<file path="config.mk">
export PLATFORM = sky130hd
export DESIGN_NAME = rtos_task_semaphore_kernel_top
export DESIGN_NICKNAME = d
export VERILOG_FILES = /design/src/rtl/core/rtsk_pkg.sv /design/src/rtl/core/rtos_task_semaphore_kernel_top.sv
export SDC_FILE = /design/constraint.sdc
export NUM_CORES = 2
export LEC_CHECK = 0
export BUFFER_PORTS_ARGS = -buffer_cell sky130_fd_sc_hd__buf_2
export CAP_MARGIN = 20
export CORE_ASPECT_RATIO = 0.8
export CORE_MARGIN = 5
export CORE_UTILIZATION = 50
export DETAILED_ROUTE_END_ITERATION = 6
export PLACE_DENSITY = 0.7
export SLEW_MARGIN = 20
export SYNTH_ARGS = -nofsm -noshare
export SYNTH_HDL_FRONTEND = slang
export SYNTH_SLANG_ARGS = --single-unit
</file>
<file path="constraint.sdc">
create_clock -name clk_i -period 4.5 [get_ports clk_i]
set_clock_uncertainty 0.05 [all_clocks]
set_input_delay 0.675 -clock clk_i [delete_from_list [all_inputs] [get_ports clk_i]]
set_output_delay 0.675 -clock clk_i [all_outputs]
set_load 0.02 [all_outputs]
</file>
<file path="src/rtl/core/rtsk_pkg.sv">
// ----------------------------------------------------------------------------
// rtsk_pkg: shared types and constants of the RTOS task and semaphore kernel.
// Holds the task modes, event kinds, status codes and the sequencer states.
// ----------------------------------------------------------------------------
package rtsk_pkg;

  localparam int unsigned Tasks      = 12;
  localparam int unsigned Semaphores = 5;
  localparam int unsigned QueueDepth = 5;
  localparam int unsigned TaskW      = 4;
  localparam int unsigned SemW       = 3;
  localparam int unsigned CntW       = 3;
  localparam int unsigned FifoDepth  = Semaphores * QueueDepth;
  localparam int unsigned FifoAw     = 5;

  typedef enum logic [2:0] {
    ModeInvalid = 3'd0,
    ModeUnrun   = 3'd1,
    ModeReady   = 3'd2,
    ModeDelayed = 3'd3,
    ModeBlocked = 3'd4
  } mode_e;

  typedef enum logic [2:0] {
    KindYield = 3'd0,
    KindSleep = 3'd1,
    KindWait  = 3'd2,
    KindPost  = 3'd3,
    KindTick  = 3'd4
  } kind_e;

  typedef enum logic [1:0] {
    StOk      = 2'd0,
    StBadSem  = 2'd1,
    StFull    = 2'd2,
    StNoReady = 2'd3
  } status_e;

  typedef enum logic [2:0] {
    SIdle,
    SEval,
    SShift,
    STick,
    SPick,
    SOut
  } state_e;

  typedef enum logic [2:0] {
    CfgMask = 3'd0,
    CfgSem0 = 3'd1
  } cfg_e;

endpackage

</file>
<file path="src/rtl/core/rtos_task_semaphore_kernel_top.sv">
// ----------------------------------------------------------------------------
// rtos_task_semaphore_kernel_top: hardware round-robin RTOS kernel.
// The s_axis channel takes one kernel event per beat: tdata holds sleep_ticks
// in bits 31:0 and sem_index in bits 34:32, tuser holds the event kind.
// The m_axis channel returns one result beat per event. A separate write
// channel (cfg_valid_i, cfg_ready_o, cfg_index_i, cfg_data_i) loads the task
// valid mask (index 0) and the semaphore counts (indices 1 to 5); it is only
// written while no event is in flight.
// An event passes from idle through evaluation and the pick state to the output
// beat. When a switch is needed the scheduler scans up to all twelve tasks one per
// cycle, and a tick first sweeps the task table one task per cycle through a
// single shared decrement and compare unit. A post that releases a task first
// shifts its wait queue, which holds up to five waiters, one entry per cycle.
// After reset all tasks are invalid, all counts are zero and the first scan
// starts at task zero. The block takes no new event until the result beat
// has been taken; a stalled receiver simply holds the kernel.
// ----------------------------------------------------------------------------
module rtos_task_semaphore_kernel_top (
  input  logic        clk_i,
  input  logic        rst_ni,
  input  logic        s_axis_tvalid,
  output logic        s_axis_tready,
  input  logic [39:0] s_axis_tdata,   // sleep_ticks[31:0], sem_index[34:32]
  input  logic [2:0]  s_axis_tuser,   // kind[2:0]
  output logic        m_axis_tvalid,
  input  logic        m_axis_tready,
  output logic [15:0] m_axis_tdata,   // switched, running_task[4:1], fresh_start,
                                      // woken_valid, woken_task[10:7], status[12:11]
  input  logic        cfg_valid_i,
  output logic        cfg_ready_o,
  input  logic [2:0]  cfg_index_i,
  input  logic [15:0] cfg_data_i
);
  import rtsk_pkg::*;

  state_e state_q, state_d;
  mode_e  mode_q [Tasks];
  logic [31:0] sleep_q [Tasks];
  logic [15:0] level_q [Semaphores];
  logic [CntW-1:0] wait_q [Semaphores];
  logic [TaskW-1:0] fifo_q [FifoDepth];
  logic [TaskW-1:0] run_q, scan_q, woken_q;
  logic [2:0] kind_q;
  logic [31:0] ticks_q;
  logic [SemW-1:0] sem_q;
  logic sw_q, fresh_q, wv_q, do_sw_q;
  logic [1:0] st_q;
  logic [CntW-1:0] sh_q;
  logic [TaskW-1:0] step_q;

  logic [FifoAw-1:0] base;
  logic sem_ok;
  logic [TaskW-1:0] nxt;

  assign sem_ok = {1'b0, sem_q} < 4'(Semaphores);
  assign base   = 5'(sem_q) * 5'(QueueDepth);
  assign nxt    = (scan_q == 4'(Tasks - 1)) ? '0 : scan_q + 4'd1;

  assign s_axis_tready = state_q == SIdle;
  assign cfg_ready_o   = state_q == SIdle;
  assign m_axis_tvalid = state_q == SOut;
  assign m_axis_tdata  = {3'b0, st_q, woken_q, wv_q, fresh_q, run_q, sw_q};

  always_comb begin
    state_d = state_q;
    case (state_q)
      SIdle:  if (s_axis_tvalid) state_d = SEval;
      SEval: begin
        if (kind_q == KindTick) state_d = STick;
        else if (kind_q == KindPost && sem_ok && wait_q[sem_q] > 0) state_d = SShift;
        else state_d = SPick;
      end
      SShift: if (sh_q + 3'd1 >= wait_q[sem_q]) state_d = SPick;
      STick:  if (step_q == 4'(Tasks - 1)) state_d = SPick;
      SPick: begin
        if (!do_sw_q) state_d = SOut;
        else if (mode_q[nxt] == ModeReady || mode_q[nxt] == ModeUnrun) state_d = SOut;
        else if (step_q == 4'(Tasks - 1)) state_d = SOut;
      end
      SOut:   if (m_axis_tready) state_d = SIdle;
      default: state_d = SIdle;
    endcase
  end

  always_ff @(posedge clk_i or negedge rst_ni) begin
    if (!rst_ni) begin
      state_q <= SIdle;
      run_q   <= 4'(Tasks - 1);
      for (int i = 0; i < Tasks; i++) begin
        mode_q[i]  <= ModeInvalid;
        sleep_q[i] <= '0;
      end
      for (int i = 0; i < Semaphores; i++) begin
        level_q[i] <= '0;
        wait_q[i]  <= '0;
      end
    end else begin
      state_q <= state_d;
      case (state_q)
        SIdle: begin
          if (cfg_valid_i) begin
            if (cfg_index_i == CfgMask) begin
              for (int i = 0; i < Tasks; i++) begin
                mode_q[i]  <= cfg_data_i[i] ? ModeUnrun : ModeInvalid;
                sleep_q[i] <= '0;
              end
            end else if (cfg_index_i >= CfgSem0 && cfg_index_i <= 3'(Semaphores)) begin
              level_q[cfg_index_i - 3'd1] <= cfg_data_i;
              wait_q[cfg_index_i - 3'd1]  <= '0;
            end
          end
        end
        SEval: begin
          case (kind_q)
            KindYield: do_sw_q <= 1'b1;
            KindSleep: begin
              if (mode_q[run_q] == ModeReady) begin
                sleep_q[run_q] <= ticks_q;
                mode_q[run_q]  <= ModeDelayed;
              end
              do_sw_q <= 1'b1;
            end
            KindWait: begin
              if (!sem_ok) st_q <= StBadSem;
              else if (level_q[sem_q] > 0) level_q[sem_q] <= level_q[sem_q] - 16'd1;
              else if (wait_q[sem_q] >= 3'(QueueDepth)) st_q <= StFull;
              else begin
                if (mode_q[run_q] == ModeReady) begin
                  fifo_q[base + 5'(wait_q[sem_q])] <= run_q;
                  wait_q[sem_q] <= wait_q[sem_q] + 3'd1;
                  mode_q[run_q] <= ModeBlocked;
                end
                do_sw_q <= 1'b1;
              end
            end
            KindPost: begin
              if (!sem_ok) st_q <= StBadSem;
              else if (wait_q[sem_q] > 0) begin
                woken_q <= fifo_q[base];
                wv_q    <= 1'b1;
              end else if (level_q[sem_q] != 16'hFFFF) begin
                level_q[sem_q] <= level_q[sem_q] + 16'd1;
              end
            end
            default: ;
          endcase
        end
        SShift: begin
          if (sh_q + 3'd1 < wait_q[sem_q]) begin
            fifo_q[base + 5'(sh_q)] <= fifo_q[base + 5'(sh_q) + 5'd1];
            sh_q <= sh_q + 3'd1;
          end else begin
            wait_q[sem_q] <= wait_q[sem_q] - 3'd1;
            if (mode_q[woken_q] == ModeBlocked) mode_q[woken_q] <= ModeReady;
          end
        end
        STick: begin
          if (mode_q[step_q] == ModeDelayed) begin
            if (sleep_q[step_q] == '0) mode_q[step_q] <= ModeReady;
            else sleep_q[step_q] <= sleep_q[step_q] - 32'd1;
          end
          step_q <= (step_q == 4'(Tasks - 1)) ? '0 : step_q + 4'd1;
        end
        SPick: begin
          if (do_sw_q) begin
            scan_q <= nxt;
            step_q <= step_q + 4'd1;
            if (mode_q[nxt] == ModeReady || mode_q[nxt] == ModeUnrun) begin
              sw_q    <= 1'b1;
              fresh_q <= mode_q[nxt] == ModeUnrun;
              mode_q[nxt] <= ModeReady;
              run_q   <= nxt;
            end else if (step_q == 4'(Tasks - 1)) begin
              st_q <= StNoReady;
            end
          end
        end
        default: ;
      endcase
      if (state_q == SIdle && s_axis_tvalid) begin
        kind_q  <= s_axis_tuser;
        ticks_q <= s_axis_tdata[31:0];
        sem_q   <= s_axis_tdata[34:32];
        sw_q    <= 1'b0;
        fresh_q <= 1'b0;
        wv_q    <= 1'b0;
        woken_q <= '0;
        st_q    <= StOk;
        do_sw_q <= 1'b0;
        sh_q    <= '0;
        step_q  <= '0;
        scan_q  <= run_q;
      end
    end
  end

endmodule
</file>
==> flow_summary.toml <==
[global_route]
track_usage_pct = 33.2
grt_max_degree = 147
grt_pass1_wl_um = 212000
overflow = 0
grt_pass1_vias = 33100
antenna_found_initial = 3

[floorplanning]
fp.coreArea_um2 = 75800
initial_core_util_pct = 50.7
die_area_um2 = 82500
num_io_pins = 86
placementRows = 90
die_w_um = 320
chipHeight_um = 258

[power_and_ir_drop]
p_total_uw = 27100
p_leak_uw = 0.0165
ir_worst_vdd_mv = 0.479
power.density_nw_per_um2 = 627

[setup_path]
critical-path-slowest-cell = "a2bb2oi_1"
cpLargestDelayFamily = "simple AND/OR/NAND/NOR gates"
regToRegStartpoint = "sem_q[0]"
startpoint_type = "flop"
slowest_delay_ps = 530
path_max_fanout = 29
r2r_cells = 12
crit_buf_inv = 3
worstPathArrival_ps = 4740
criticalPathCategory = "reg -> reg"
cp_data_required_time_ps = 4750
r2r_slack_ps = 4
worst_path_most_repeated_cell = "buf_4"
worstSetupEndpointType = "flop"
path_cells = "buf_4 > buf_12 > and2_1 > o2bb2ai_1 > a2bb2oi_1 > nor2b_1 > nand3_4 > nor4_1 > buf_4 > o21a_1 > nand2_1 > nor2_1"
rr_endpoint = "fifo_q[15][0]"

[timing]
relSlewSlack_pct = 24.4
fin_crit_ps = 4500
worst_slew_pin_slew_ps = 1120
holdWs_ps = 131
rsz0062_at_grt = "yes"
hold_viol = 0
max_freq_mhz = 222
setup-violations-final = 0
slew_violations = 0
finalCritPeriodShare_pct = 99.9

[synthesis]
synth_cells = 3432
yosysSeqAreaShare_pct = 46.5
asyncSetResetFlopFracSynth_pct = 76.7
synth.area.mux_share_pct = 12.5
yosys.area_share.xor_xnor_pct = 1.44
synth_top_family_by_area = "compound AO/OA/AOI/OAI gates"
syn_avg_cell_area_um2 = 11.2
synth_simple_gate_area_share_pct = 7.64
yosys_warnings = 0
synthAdderAreaFrac_pct = 1.15
synth_top_flop_cell = "dfrtp_1"
synth_cell_type_count = 92
netlist_area_um2 = 38400
synth_edf_count = 159
ys_ff_latch = 681
synth_compound_area_share_pct = 26.0

[finish]
drive_above_1_share_pct = 20.1
finalNonFillerCells = 4503
fillers = 6228
area_growth_pct = 12.8
num-nets-final = 3532
final_area_um2 = 43300

[clocking]
cts_max_level = 3
clock-sinks = 681
clk_latency_ps = 670
clkTransAtPathRegs_ps = 60
cts_buffers = 73
cts-root-to-sink-buffers = 3
root_buffer = "clkbuf_16"
cts_tree = "done"

[routing]
wire_per_inst_um = 31.5
ant_nets = 0
met2_length_um = 59400
wl_um = 142000
num_vias = 33500
first_iter_violations = 5200
route.detailed.drc = 7
wl_met1_um = 57100
met3_length_um = 19700
dr.pass1.iters = 7
highest_layer = "met5"
vias_per_cell = 7.44

[place]
place.gp.congestion = 1.01
hpwl_um = 89500
place_inst = 4360
numPortBuffers = 77
place_area_um2 = 40600

[outcome]
outcome = "finished with violations"
violations = "DRC"

[min_path]
worstHoldEndpoint = "ticks_q[18]"
whs_path_depth = 1
min_from = "s_axis_tdata[18]"
hold_path.class = "in -> reg"

[job]
drv_cap = 0
[cell usage after synthesis, types with 53 or more instances]
cell type | instances | area, um^2
clkbuf_1 | 215 | 807
buf_2 | 111 | 556
a22o_1 | 53 | 464
edfxtp_1 | 159 | 4770
mux4_2 | 118 | 2660
mux2i_1 | 139 | 1390
o2bb2ai_1 | 405 | 3550
a22oi_1 | 430 | 3230
o21ai_0 | 84 | 420
dfrtp_1 | 519 | 13000
mux2_2 | 67 | 754
nand3_1 | 56 | 280
a21oi_1 | 88 | 440
nor2_1 | 140 | 526
o22ai_1 | 78 | 488
nand2_1 | 206 | 773
[how the worst max path moves through the flow]
stage	startpoint	endpoint	depth (start not counted)
after floorplan	sem_q[0]	fifo_q[0][0]	15
after global placement	sem_q[0]	fifo_q[23][1]	13
after detailed placement	sem_q[0]	fifo_q[23][1]	13
after CTS	step_q[1]	sleep_q[295]	13
after global routing	sem_q[0]	fifo_q[15][0]	15
final	sem_q[0]	fifo_q[15][0]	12
[flip-flops by register name (all words and copies together) (netlist names), 4 cells and up]
signal   flops
fifo_q     100
level_q     80
mode_q      36
run_q        4
scan_q       4
sleep_q    384
step_q       4
ticks_q     32
wait_q      15
woken_q      4
[worst reg2reg max path, stage by stage, from the launching register on]
cell and delay, ps:
edfxtp_1 460, buf_4 220, buf_12 180, and2_1 330
o2bb2ai_1 170, a2bb2oi_1 530, nor2b_1 420, nand3_4 190
nor4_1 360, buf_4 180, o21a_1 220, nand2_1 380
nor2_1 460
[routing by layer]
metal  GRT usage, %  up-vias
li1               -    13600
met1           48.7    16900
met2           46.3     2618
met3           10.4      456
met4           12.4        2
met5              0        -
[cell families (layout without fill, tap and decap cells)]
kind of cell,after synthesis,count (layout)
AOI/OAI and AO/OA,1311,1311
xor gates and xnor gates,63,63
adders and majority gates,34,34
buffers and inverters,411,467
DFF,681,681
muxes,324,324
other,1,4
and+or+nand+nor,607,607
[power by group]
| group | total [uW] | internal (uW) | switching, uW |
|---|---|---|---|
| clock | 6330 | 3610 | 2710 |
| combinational | 12500 | 4260 | 8240 |
| sequential | 8320 | 7370 | 948 |
| total | 27100 | 15200 | 11900 |
[metrics by stage]
stage	setup WS, ps	TNS [ps]	utilization [%]
floorplan	-334	-33430	-
global placement	54.6	0	53.6
detailed placement	-84.2	-727	53.6
CTS	17.0	0	56.9
global route	-125	-3980	57.1
finish	3.97	0	57.1
[cells in the final DEF (no fill, tap or decap), drive strengths merged, types with 7 or more instances in the layout]
master	synthesis	routed
a221oi	14	14
o211ai	9	9
mux2	67	67
a32o	7	7
buf	161	297
a31oi	36	36
nand2b	14	14
a22o	53	53
and2	16	16
a21oi	91	91
nand3	57	57
nor3	33	33
and3	23	23
a22oi	430	430
mux2i	139	139
xnor2	26	26
nor4	12	12
ha	32	32
mux4	118	118
clkbuf	215	103
clkinv	1	20
xor2	37	37
edfxtp	159	159
a21o	9	9
o21ai	91	91
nand4	22	22
dfrtp	519	519
nand2	207	207
a211oi	17	17
o2bb2ai	405	405
nor2b	29	29
nand3b	10	10
inv	34	39
or2	18	18
nor2	141	141
o22ai	78	78
[layout make-up]
| class | instances | area [um^2] | share of cell area [%] |
|---|---|---|---|
| Antenna cell | 1 | 2.50 | 0.00578 |
| Clock buffer | 103 | 2080 | 4.80 |
| Clock inverter | 31 | 395 | 0.913 |
| Inverter | 35 | 131 | 0.304 |
| Multi-Input combinational cell | 2342 | 19000 | 44.0 |
| Sequential cell | 681 | 17800 | 41.2 |
| Tap cell | 1012 | 1270 | 2.93 |
| Timing Repair Buffer | 298 | 2530 | 5.86 |
[repair_timing]
action | in CTS | in global routing
resized for setup | 1 | 26
pin swaps | 1 | 2
endpoints found under the setup margin | 61 | 497
gates cloned | 0 | 0
buffers inserted | 1 | 5
hold buffers | 1 | 0
hold endpoints to repair | 37 | 0
No activity file was read; power rests on OpenSTA's default activity.
